<file path="src/rtl/core/ecma_pkg.sv">
// ----------------------------------------------------------------------------
// ecma_pkg
// Shared constants, reciprocal table and control types for the edge-clipped
// moving average.
// ----------------------------------------------------------------------------
package ecma_pkg;

  localparam int unsigned MAX_HALF    = 16;
  localparam int unsigned SAMPLE_BITS = 16;
  localparam int unsigned HW_BITS     = 5;
  localparam int unsigned LINE_DEPTH  = 2 * MAX_HALF + 1;
  localparam int unsigned PTR_BITS    = $clog2(LINE_DEPTH);
  localparam int unsigned CNT_BITS    = $clog2(LINE_DEPTH + 1);
  localparam int unsigned HALF_BITS   = $clog2(MAX_HALF + 1);
  localparam int unsigned SUM_BITS    = SAMPLE_BITS + CNT_BITS;
  localparam int unsigned MAG_BITS    = SUM_BITS - 1;
  localparam int unsigned QUO_BITS    = SAMPLE_BITS + 1;
  localparam int unsigned RCP_SHIFT   = MAG_BITS + CNT_BITS;
  localparam int unsigned RCP_BITS    = RCP_SHIFT + 1;

  localparam logic [HW_BITS-1:0] HW_RESET = HW_BITS'(1);

  localparam longint unsigned RCP_NUM = 64'd1 << RCP_SHIFT;

  // ceil(2^RCP_SHIFT / n), exact floor division for every |sum| and count
  localparam logic [RCP_BITS-1:0] RCP_TBL [LINE_DEPTH+1] = '{
    RCP_BITS'(0),
    RCP_BITS'((RCP_NUM +  0) /  1), RCP_BITS'((RCP_NUM +  1) /  2),
    RCP_BITS'((RCP_NUM +  2) /  3), RCP_BITS'((RCP_NUM +  3) /  4),
    RCP_BITS'((RCP_NUM +  4) /  5), RCP_BITS'((RCP_NUM +  5) /  6),
    RCP_BITS'((RCP_NUM +  6) /  7), RCP_BITS'((RCP_NUM +  7) /  8),
    RCP_BITS'((RCP_NUM +  8) /  9), RCP_BITS'((RCP_NUM +  9) / 10),
    RCP_BITS'((RCP_NUM + 10) / 11), RCP_BITS'((RCP_NUM + 11) / 12),
    RCP_BITS'((RCP_NUM + 12) / 13), RCP_BITS'((RCP_NUM + 13) / 14),
    RCP_BITS'((RCP_NUM + 14) / 15), RCP_BITS'((RCP_NUM + 15) / 16),
    RCP_BITS'((RCP_NUM + 16) / 17), RCP_BITS'((RCP_NUM + 17) / 18),
    RCP_BITS'((RCP_NUM + 18) / 19), RCP_BITS'((RCP_NUM + 19) / 20),
    RCP_BITS'((RCP_NUM + 20) / 21), RCP_BITS'((RCP_NUM + 21) / 22),
    RCP_BITS'((RCP_NUM + 22) / 23), RCP_BITS'((RCP_NUM + 23) / 24),
    RCP_BITS'((RCP_NUM + 24) / 25), RCP_BITS'((RCP_NUM + 25) / 26),
    RCP_BITS'((RCP_NUM + 26) / 27), RCP_BITS'((RCP_NUM + 27) / 28),
    RCP_BITS'((RCP_NUM + 28) / 29), RCP_BITS'((RCP_NUM + 29) / 30),
    RCP_BITS'((RCP_NUM + 30) / 31), RCP_BITS'((RCP_NUM + 31) / 32),
    RCP_BITS'((RCP_NUM + 32) / 33)
  };

  typedef enum logic [2:0] {
    ST_IDLE,
    ST_CHK,
    ST_TRIM,
    ST_SUB,
    ST_DEMIT
  } ecma_state_e;

  typedef struct packed {
    logic accept;
    logic emit;
    logic emit_drain;
    logic drain_init;
    logic drain_rd;
    logic sub;
    logic dist_dec;
    logic clear_run;
  } ecma_cmd_t;

  typedef struct packed {
    logic seen_ge_h1;
    logic last;
    logic h_zero;
    logic top_gt_target;
    logic dist_in_run;
    logic dist_zero;
    logic div_rdy;
  } ecma_sts_t;

endpackage

</file>
<file path="src/rtl/core/edge_clipped_moving_average_top.sv">
// ----------------------------------------------------------------------------
// edge_clipped_moving_average_top
// Centered moving average over a run of samples, window clipped at both ends.
// ----------------------------------------------------------------------------
// Path: a result passes the check state, then the divider's lookup, multiply and
//   output registers. Items: one is taken at a time, paced by the single-port
//   delay-line read that feeds the running sum and held while the divider is full.
//   The last item of a run adds trimmed samples, drained results and offsets past a short run.
// Reset: half_width = 1, run empty; the delay line is not cleared.
module edge_clipped_moving_average_top import ecma_pkg::*; (
  input  logic                   clk_i,
  input  logic                   rst_ni,
  input  logic                   s_axis_tvalid,
  output logic                   s_axis_tready,
  input  logic [SAMPLE_BITS-1:0] s_axis_tdata,   // [15:0] sample
  input  logic                   s_axis_tlast,
  output logic                   m_axis_tvalid,
  input  logic                   m_axis_tready,
  output logic [SAMPLE_BITS-1:0] m_axis_tdata,   // [15:0] smoothed
  output logic                   m_axis_tlast,
  input  logic                   cfg_valid_i,
  output logic                   cfg_ready_o,
  input  logic [HW_BITS-1:0]     cfg_data_i
);

  ecma_cmd_t cmd;
  ecma_sts_t sts;

  assign cfg_ready_o = 1'b1;

  ecma_ctrl u_ctrl (
    .clk_i      (clk_i),
    .rst_ni     (rst_ni),
    .in_valid_i (s_axis_tvalid),
    .in_ready_o (s_axis_tready),
    .sts_i      (sts),
    .cmd_o      (cmd)
  );

  ecma_dp u_dp (
    .clk_i       (clk_i),
    .rst_ni      (rst_ni),
    .cmd_i       (cmd),
    .sts_o       (sts),
    .sample_i    (s_axis_tdata),
    .last_i      (s_axis_tlast),
    .cfg_valid_i (cfg_valid_i),
    .cfg_data_i  (cfg_data_i),
    .out_ready_i (m_axis_tready),
    .out_valid_o (m_axis_tvalid),
    .out_data_o  (m_axis_tdata),
    .out_last_o  (m_axis_tlast)
  );

  a_emit_room: assert property (@(posedge clk_i) disable iff (!rst_ni)
    cmd.emit |-> sts.div_rdy)
    else $error("result issued while divider full");

  a_sub_after_read: assert property (@(posedge clk_i) disable iff (!rst_ni)
    cmd.sub |-> $past(cmd.drain_rd))
    else $error("window trim without a preceding line read");

  a_one_item: assert property (@(posedge clk_i) disable iff (!rst_ni)
    cmd.accept |=> !s_axis_tready)
    else $error("item taken before oldest sample was refetched");

endmodule

</file>
<file path="src/rtl/core/ecma_div.sv">
// ----------------------------------------------------------------------------
// ecma_div
// Elastic three-register divider: magnitude and reciprocal lookup, multiply,
// sign restore into the output register.
// ----------------------------------------------------------------------------
module ecma_div import ecma_pkg::*; (
  input  logic                       clk_i,
  input  logic                       rst_ni,
  input  logic                       start_i,
  input  logic signed [SUM_BITS-1:0] sum_i,
  input  logic [CNT_BITS-1:0]        cnt_i,
  input  logic                       last_i,
  output logic                       rdy_o,
  input  logic                       out_ready_i,
  output logic                       out_valid_o,
  output logic [SAMPLE_BITS-1:0]     out_data_o,
  output logic                       out_last_o
);

  logic                         v1_q, v2_q, vo_q;
  logic [MAG_BITS-1:0]          mag1_q;
  logic [RCP_BITS-1:0]          rcp1_q;
  logic                         neg1_q, last1_q;
  logic [QUO_BITS-1:0]          quo2_q;
  logic                         neg2_q, last2_q;
  logic [SAMPLE_BITS-1:0]       data_q;
  logic                         lasto_q;
  logic                         en1, en2, eno;
  logic [SUM_BITS-1:0]          mag_full;
  logic [MAG_BITS+RCP_BITS-1:0] prod;
  logic [QUO_BITS-1:0]          quo_neg;

  assign eno = !vo_q || out_ready_i;
  assign en2 = !v2_q || eno;
  assign en1 = !v1_q || en2;
  assign rdy_o = en1;

  assign mag_full = sum_i[SUM_BITS-1] ? (~sum_i + SUM_BITS'(1)) : sum_i;
  assign prod = {{RCP_BITS{1'b0}}, mag1_q} * {{MAG_BITS{1'b0}}, rcp1_q};
  assign quo_neg = ~quo2_q + QUO_BITS'(1);

  always_ff @(posedge clk_i or negedge rst_ni) begin
    if (!rst_ni) begin
      v1_q <= 1'b0;
      v2_q <= 1'b0;
      vo_q <= 1'b0;
    end else begin
      if (en1) begin
        v1_q <= start_i;
      end
      if (en2) begin
        v2_q <= v1_q;
      end
      if (eno) begin
        vo_q <= v2_q;
      end
    end
  end

  always_ff @(posedge clk_i) begin
    if (en1 && start_i) begin
      mag1_q  <= mag_full[MAG_BITS-1:0];
      rcp1_q  <= RCP_TBL[cnt_i];
      neg1_q  <= sum_i[SUM_BITS-1];
      last1_q <= last_i;
    end
    if (en2 && v1_q) begin
      quo2_q  <= prod[RCP_SHIFT +: QUO_BITS];
      neg2_q  <= neg1_q;
      last2_q <= last1_q;
    end
    if (eno && v2_q) begin
      data_q  <= neg2_q ? quo_neg[SAMPLE_BITS-1:0] : quo2_q[SAMPLE_BITS-1:0];
      lasto_q <= last2_q;
    end
  end

  assign out_valid_o = vo_q;
  assign out_data_o  = data_q;
  assign out_last_o  = lasto_q;

endmodule

</file>
<file path="src/rtl/core/ecma_dp.sv">
// ----------------------------------------------------------------------------
// ecma_dp
// Datapath: half-width register, circular delay line, running window sum,
// drain counters and the divider.
// ----------------------------------------------------------------------------
module ecma_dp import ecma_pkg::*; (
  input  logic                   clk_i,
  input  logic                   rst_ni,
  input  ecma_cmd_t              cmd_i,
  output ecma_sts_t              sts_o,
  input  logic [SAMPLE_BITS-1:0] sample_i,
  input  logic                   last_i,
  input  logic                   cfg_valid_i,
  input  logic [HW_BITS-1:0]     cfg_data_i,
  input  logic                   out_ready_i,
  output logic                   out_valid_o,
  output logic [SAMPLE_BITS-1:0] out_data_o,
  output logic                   out_last_o
);

  logic [HW_BITS-1:0]         hw_q;
  logic [PTR_BITS-1:0]        wp_q, wp_d;
  logic signed [SUM_BITS-1:0] sum_q, sum_d;
  logic [CNT_BITS-1:0]        seen_q, seen_d;
  logic                       last_q;
  logic [PTR_BITS-1:0]        top_q, top_d;
  logic [HALF_BITS-1:0]       dist_q, dist_d;
  logic [SAMPLE_BITS-1:0]     mem [LINE_DEPTH];
  logic [SAMPLE_BITS-1:0]     rd_q;

  logic [HALF_BITS-1:0]       h;
  logic [CNT_BITS-1:0]        w;
  logic [PTR_BITS-1:0]        rd_k;
  logic [PTR_BITS-1:0]        rd_addr;
  logic [SUM_BITS-1:0]        s_ext, rd_ext, old_ext;
  logic [CNT_BITS-1:0]        dh, sm1, target;
  logic [CNT_BITS-1:0]        div_cnt;
  logic                       div_last;

  function automatic logic [PTR_BITS-1:0] line_addr(input logic [PTR_BITS-1:0] wp,
                                                    input logic [PTR_BITS-1:0] k);
    logic [PTR_BITS:0] diff;
    diff = {1'b0, wp} - {1'b0, k} - (PTR_BITS+1)'(1);
    if (diff[PTR_BITS]) begin
      diff = diff + (PTR_BITS+1)'(LINE_DEPTH);
    end
    return diff[PTR_BITS-1:0];
  endfunction

  assign h = (hw_q > HW_BITS'(MAX_HALF)) ? HALF_BITS'(MAX_HALF) : HALF_BITS'(hw_q);
  assign w = {h, 1'b1};

  assign rd_k    = cmd_i.drain_rd ? top_q : PTR_BITS'({h, 1'b0});
  assign rd_addr = line_addr(wp_q, rd_k);

  assign s_ext   = {{(SUM_BITS-SAMPLE_BITS){sample_i[SAMPLE_BITS-1]}}, sample_i};
  assign rd_ext  = {{(SUM_BITS-SAMPLE_BITS){rd_q[SAMPLE_BITS-1]}}, rd_q};
  assign old_ext = (seen_q >= w) ? rd_ext : '0;

  assign dh     = {1'b0, dist_q} + {1'b0, h};
  assign sm1    = seen_q - CNT_BITS'(1);
  assign target = (dh < sm1) ? dh : sm1;

  always_ff @(posedge clk_i) begin
    if (cmd_i.accept) begin
      mem[wp_q] <= sample_i;
    end
    rd_q <= mem[rd_addr];
  end

  always_comb begin
    wp_d   = wp_q;
    sum_d  = sum_q;
    seen_d = seen_q;
    top_d  = top_q;
    dist_d = dist_q;
    if (cmd_i.accept) begin
      wp_d  = (wp_q == PTR_BITS'(LINE_DEPTH - 1)) ? '0 : wp_q + PTR_BITS'(1);
      sum_d = sum_q + s_ext - old_ext;
      if (seen_q < w) begin
        seen_d = seen_q + CNT_BITS'(1);
      end
    end
    if (cmd_i.sub) begin
      sum_d = sum_q - rd_ext;
      top_d = top_q - PTR_BITS'(1);
    end
    if (cmd_i.drain_init) begin
      dist_d = h - HALF_BITS'(1);
      top_d  = PTR_BITS'(sm1);
    end
    if (cmd_i.dist_dec) begin
      dist_d = dist_q - HALF_BITS'(1);
    end
    if (cmd_i.clear_run || cfg_valid_i) begin
      sum_d  = '0;
      seen_d = '0;
    end
  end

  always_ff @(posedge clk_i or negedge rst_ni) begin
    if (!rst_ni) begin
      hw_q   <= HW_RESET;
      wp_q   <= '0;
      sum_q  <= '0;
      seen_q <= '0;
      top_q  <= '0;
      dist_q <= '0;
    end else begin
      if (cfg_valid_i) begin
        hw_q <= cfg_data_i;
      end
      wp_q   <= wp_d;
      sum_q  <= sum_d;
      seen_q <= seen_d;
      top_q  <= top_d;
      dist_q <= dist_d;
    end
  end

  always_ff @(posedge clk_i) begin
    if (cmd_i.accept) begin
      last_q <= last_i;
    end
  end

  assign div_cnt  = cmd_i.emit_drain ? CNT_BITS'(top_q) + CNT_BITS'(1) : seen_q;
  assign div_last = cmd_i.emit_drain ? (dist_q == '0) : (last_q && (h == '0));

  ecma_div u_div (
    .clk_i       (clk_i),
    .rst_ni      (rst_ni),
    .start_i     (cmd_i.emit),
    .sum_i       (sum_q),
    .cnt_i       (div_cnt),
    .last_i      (div_last),
    .rdy_o       (sts_o.div_rdy),
    .out_ready_i (out_ready_i),
    .out_valid_o (out_valid_o),
    .out_data_o  (out_data_o),
    .out_last_o  (out_last_o)
  );

  assign sts_o.seen_ge_h1    = seen_q > CNT_BITS'(h);
  assign sts_o.last          = last_q;
  assign sts_o.h_zero        = (h == '0);
  assign sts_o.top_gt_target = CNT_BITS'(top_q) > target;
  assign sts_o.dist_in_run   = CNT_BITS'(dist_q) < seen_q;
  assign sts_o.dist_zero     = (dist_q == '0);

endmodule

</file>
<file path="src/rtl/core/ecma_ctrl.sv">
// ----------------------------------------------------------------------------
// ecma_ctrl
// Controller: takes one item, issues its result, and sequences the end-of-run
// drain by trimming the window sum from the oldest end.
// ----------------------------------------------------------------------------
module ecma_ctrl import ecma_pkg::*; (
  input  logic      clk_i,
  input  logic      rst_ni,
  input  logic      in_valid_i,
  output logic      in_ready_o,
  input  ecma_sts_t sts_i,
  output ecma_cmd_t cmd_o
);

  ecma_state_e state_q, state_d;

  always_ff @(posedge clk_i or negedge rst_ni) begin
    if (!rst_ni) begin
      state_q <= ST_IDLE;
    end else begin
      state_q <= state_d;
    end
  end

  always_comb begin
    state_d = state_q;
    unique case (state_q)
      ST_IDLE: begin
        if (in_valid_i) begin
          state_d = ST_CHK;
        end
      end
      ST_CHK: begin
        if (!sts_i.seen_ge_h1 || sts_i.div_rdy) begin
          if (sts_i.last && !sts_i.h_zero) begin
            state_d = ST_TRIM;
          end else begin
            state_d = ST_IDLE;
          end
        end
      end
      ST_TRIM: begin
        if (sts_i.top_gt_target) begin
          state_d = ST_SUB;
        end else if (sts_i.dist_in_run) begin
          state_d = ST_DEMIT;
        end
      end
      ST_SUB: begin
        state_d = ST_TRIM;
      end
      ST_DEMIT: begin
        if (sts_i.div_rdy) begin
          state_d = sts_i.dist_zero ? ST_IDLE : ST_TRIM;
        end
      end
      default: begin
        state_d = ST_IDLE;
      end
    endcase
  end

  always_comb begin
    cmd_o      = '0;
    in_ready_o = 1'b0;
    unique case (state_q)
      ST_IDLE: begin
        in_ready_o   = 1'b1;
        cmd_o.accept = in_valid_i;
      end
      ST_CHK: begin
        if (!sts_i.seen_ge_h1 || sts_i.div_rdy) begin
          cmd_o.emit = sts_i.seen_ge_h1;
          if (sts_i.last) begin
            if (sts_i.h_zero) begin
              cmd_o.clear_run = 1'b1;
            end else begin
              cmd_o.drain_init = 1'b1;
            end
          end
        end
      end
      ST_TRIM: begin
        cmd_o.drain_rd = 1'b1;
        if (!sts_i.top_gt_target && !sts_i.dist_in_run) begin
          cmd_o.dist_dec = 1'b1;
        end
      end
      ST_SUB: begin
        cmd_o.sub = 1'b1;
      end
      ST_DEMIT: begin
        if (sts_i.div_rdy) begin
          cmd_o.emit       = 1'b1;
          cmd_o.emit_drain = 1'b1;
          if (sts_i.dist_zero) begin
            cmd_o.clear_run = 1'b1;
          end else begin
            cmd_o.dist_dec = 1'b1;
          end
        end
      end
      default: begin
        cmd_o = '0;
      end
    endcase
  end

endmodule
</file>
<file path="config.mk">
export PLATFORM = sky130hd
export DESIGN_NAME = edge_clipped_moving_average_top
export DESIGN_NICKNAME = d
export VERILOG_FILES = /design/src/rtl/core/ecma_pkg.sv /design/src/rtl/core/edge_clipped_moving_average_top.sv /design/src/rtl/core/ecma_div.sv /design/src/rtl/core/ecma_dp.sv /design/src/rtl/core/ecma_ctrl.sv
export SDC_FILE = /design/constraint.sdc
export NUM_CORES = 2
export LEC_CHECK = 0
export BUFFER_PORTS_ARGS = -buffer_cell sky130_fd_sc_hd__buf_4
export CORE_MARGIN = 10
export CORE_UTILIZATION = 50
export CTS_BUF_LIST = sky130_fd_sc_hd__clkbuf_8
export DETAILED_ROUTE_END_ITERATION = 10
export PLACE_DENSITY = 0.63
export SLEW_MARGIN = 15
export SYNTH_ARGS = -nofsm -noshare
export SYNTH_HDL_FRONTEND = slang
export SYNTH_SLANG_ARGS = --single-unit
export TNS_END_PERCENT = 5
</file>
<file path="constraint.sdc">
create_clock -name clk_i -period 13 [get_ports clk_i]
set_input_delay 0.65 -clock clk_i [delete_from_list [all_inputs] [get_ports clk_i]]
set_output_delay 0.65 -clock clk_i [all_outputs]
set_load 0.02 [all_outputs]
</file>
==> run metrics <==
status complete, no violations; total gr overflow 0; number of nets with antenna violations after detailed routing 0; number of global-route vias before repair about 39000; clock tree root driver cell sky130_fd_sc_hd__clkbuf_8; logic depth of the worst setup path including buffers 24; first-pass GRT wire length ~230000 um; total iterations of the first detailed-routing run 5; DRC violations left 0; fill cell count around 9300; largest cells by area after synthesis sky130_fd_sc_hd__edfxtp_1 34%, sky130_fd_sc_hd__fa_1 19%, sky130_fd_sc_hd__ha_1 5.1%; die height around 350 um; fraction of layout cells with a size suffix above 1 0.0824; clock skew after layout around 0.063 ns; cell occurring most often along the worst timing path sky130_fd_sc_hd__fa_1; CP startpoint kind flip-flop; sequential-to-total area share from yosys stat 0.374; Final nets approximately 5700; Post-Syn Nets a little under 6000; fin crit period about 8 ns; critical path capture point type flip-flop; worst-path cell chain nand2_1 -> fa_1 -> inv_1 -> fa_1 -> inv_1 -> fa_1 -> inv_1 -> fa_1 -> fa_1 -> fa_1 -> inv_1 -> fa_1 -> inv_1 -> ha_1 -> and3_1 -> and3_1 -> a221oi_1 -> a21oi_1 -> o21ai_1 -> a21oi_1 -> a2111oi_2 -> o21bai_1 -> a21oi_1 -> xnor2_1; endpoint of the lowest-slack register-to-register path u_dp.u_div.quo2_q[15]; cts bufs inserted 113; detailed router's first-iteration violation count roughly 3500; post-CTS resize count 0; worst hold path class primary input to flip-flop; launch point of the worst path u_dp.u_div.mag1_q[12]; area share of the largest cell type after synthesis 0.342; total via count after detailed routing around 39000; number of buffers inserted by hold repair at cts 3; number of endpoints failing setup at the final stage 0; FF-to-FF Start u_dp.u_div.mag1_q[12]; clock tree from TritonCTS built; top-level port count between 40 and 50; HPWL after DPL ~100000 um; CP max FO 28; arrival time at the worst endpoint between 8 and 9 ns; clock latency at the later pin of the worst-skew pair between 0.8 and 0.9 ns; Final TNS setup 0 ns; H-tree depth 3; Reg2Reg Depth 24; number of flops mapped to enable cells by yosys about 600; maximum number of pins on one net before global-route repair between 80 and 90; number of antenna violations at the first check in global routing 5; synthesis warning total 0; CORE AREA 0.107 mm2; per-cell routed wire length roughly 23 um; synthesized instance count between 5000 and 6000; maximum capacitance violations 0; synth-to-layout area growth 7.39%; Top Family by Delay on Critical Path adder cells; flop and latch count out of synthesis 687; number of hold violations in the final report 0; setup slack of the most critical reg-to-reg path between 5 and 6 ns; maximum count of clock buffers along a single path 3; area leader, netlist sky130_fd_sc_hd__edfxtp_1; post-CTS setup buffer count 0; gp weighted congestion ~0.91; slowest stage delay, CP roughly 1.1 ns; Bufs and invs on worst path 5; end point of the critical path u_dp.u_div.quo2_q[15]; Fmax achieved between 100 and 150 MHz; Crit Path Category flip-flop to flip-flop; detail-routed via count per cell about 6.0; clk sink count a little under 700; post-synthesis average cell area around 11 um2; number of standard-cell rows in the floorplan 120; Required @ worst endpoint around 13 ns; async set-reset flop share out of synthesis 0.0815; width of the die 349 um; die outline area roughly 0.12 mm2; Port Buffer Count 45; actual transition at the worst max-transition pin between 1 and 1.5 ns; synth unique cells 85; ratio of final minimum period to clock period 0.611; Final Max Slew Viols 0; post-synth design cell area between 0.05 and 0.06 mm2; detailed-route wire length approximately 150000 um; Slew Limit Headroom 0.207; most common flop cell mapped by yosys sky130_fd_sc_hd__edfxtp_1; global router's overall resource usage 0.242; unrepaired setup endpoints after global routing false; clock slew seen by the registers of the worst setup and hold paths around 0.060 ns; initial core utilization 0.504; critical-path cell with the highest stage delay sky130_fd_sc_hd__edfxtp_1
-- final cells by class --
type / count / area [um2] / share of cell area
sequential: 687 / 20200 / 0.348
clock inverter: 99 / 718 / 0.0124
clock buffer: 113 / 1560 / 0.0268
timing repair buffer: 145 / 1120 / 0.0193
inverter: 669 / 2510 / 0.0434
antenna: 1 / 2.50 / 0.0000432
tap: 1403 / 1760 / 0.0303
multi-input combinational: 3359 / 30100 / 0.519
-- registers in the layout, indices dropped and copies added (netlist names), 16 cells and up --
register,flops
u_dp.u_div.out_data_o,16
u_dp.sum_q,22
u_dp.u_div.rcp1_q,28
u_dp.u_div.quo2_q,16
u_dp.mem,528
u_dp.rd_q,16
u_dp.u_div.mag1_q,21
-- kinds of logic (layout without fill, tap and decap cells) --
logic type               Yosys count  in the layout  synth area share
AND/OR/NAND/NOR                 1249           1249             0.109
XOR/XNOR                         134            134            0.0220
buffers and inverters           1005           1026            0.0722
flip-flops                       687            687             0.374
other                              1              2         0.0000695
AO/OA/AOI/OAI                   1021           1021             0.131
adder cells (fa/ha/maj)          721            721             0.237
multiplexers                     233            233            0.0544
-- how the worst min path moves through the flow --
stage	start	endpoint	slack, ns	cells after the start
after floorplan	rst_ni	u_ctrl.state_q[0]	0.35	0
after global placement	u_dp.u_div.last2_q	u_dp.u_div.out_last_o	0.40	0
after detailed placement	u_dp.u_div.last2_q	u_dp.u_div.out_last_o	0.42	0
after CTS	cfg_data_i[2]	u_dp.hw_q[2]	0.007	2
after global routing	cfg_data_i[2]	u_dp.hw_q[2]	0.04	2
final	cfg_data_i[2]	u_dp.hw_q[2]	0.08	2
-- synth_stat cells (11+ instances only) --
library cell,instances
sky130_fd_sc_hd__o21ai_0,122
sky130_fd_sc_hd__nand4_1,14
sky130_fd_sc_hd__buf_2,53
sky130_fd_sc_hd__mux2i_1,174
sky130_fd_sc_hd__and3_1,16
sky130_fd_sc_hd__a31oi_1,23
sky130_fd_sc_hd__fa_1,501
sky130_fd_sc_hd__o21a_1,19
sky130_fd_sc_hd__nor2_1,282
sky130_fd_sc_hd__o31ai_1,15
sky130_fd_sc_hd__nor3_1,50
sky130_fd_sc_hd__mux4_2,47
sky130_fd_sc_hd__a221oi_1,198
sky130_fd_sc_hd__buf_1,33
sky130_fd_sc_hd__dfrtp_1,55
sky130_fd_sc_hd__dfxtp_1,16
sky130_fd_sc_hd__edfxtp_1,615
sky130_fd_sc_hd__nand3_1,34
sky130_fd_sc_hd__clkbuf_1,237
sky130_fd_sc_hd__inv_1,666
sky130_fd_sc_hd__nand2_1,468
sky130_fd_sc_hd__and2_1,287
sky130_fd_sc_hd__nand2b_1,19
sky130_fd_sc_hd__a21oi_1,195
sky130_fd_sc_hd__buf_4,11
sky130_fd_sc_hd__xor2_1,45
sky130_fd_sc_hd__nor2b_1,25
sky130_fd_sc_hd__o211ai_1,14
sky130_fd_sc_hd__xnor2_1,87
sky130_fd_sc_hd__o221ai_1,33
sky130_fd_sc_hd__a211oi_1,115
sky130_fd_sc_hd__a22oi_1,25
sky130_fd_sc_hd__ha_1,220
sky130_fd_sc_hd__or3_1,16
sky130_fd_sc_hd__o22ai_1,143
sky130_fd_sc_hd__mux2_2,12
sky130_fd_sc_hd__a21o_1,33
-- per-layer routing --
layer	GRT usage	routed length (um)
met5	0	23
met3	0.0453	12600
met4	0.0693	4020
met2	0.383	68400
met1	0.338	63000
-- layout by cell type (no fill, tap or decap), types with 143 or more instances in the layout --
cell,synthesis,final
sky130_fd_sc_hd__a221oi_1,198,198
sky130_fd_sc_hd__nor2_1,282,256
sky130_fd_sc_hd__edfxtp_1,615,615
sky130_fd_sc_hd__a21oi_1,195,195
sky130_fd_sc_hd__mux2i_1,174,172
sky130_fd_sc_hd__inv_1,666,701
sky130_fd_sc_hd__o22ai_1,143,143
sky130_fd_sc_hd__fa_1,501,500
sky130_fd_sc_hd__nand2_1,468,468
sky130_fd_sc_hd__ha_1,220,218
sky130_fd_sc_hd__and2_1,287,287
-- metrics by stage --
step           std cells  utilization  hold WS [ns]  setup WS (ns)  area, um2
2_1_floorplan       5051            -         0.354           6.13      54000
3_3_place_gp        6259        0.519         0.404           5.07      55600
3_5_place_dp        6259        0.519         0.420           4.95      55600
4_1_cts             6474        0.541       0.00734           4.92      57900
5_1_grt             6476        0.541        0.0386           4.68      57900
6_report            6476        0.541        0.0794           5.06      57900
Power is left out: the tool's default activity adds up to more than one toggle a clock period on the data nets, which glitch-free logic cannot reach.
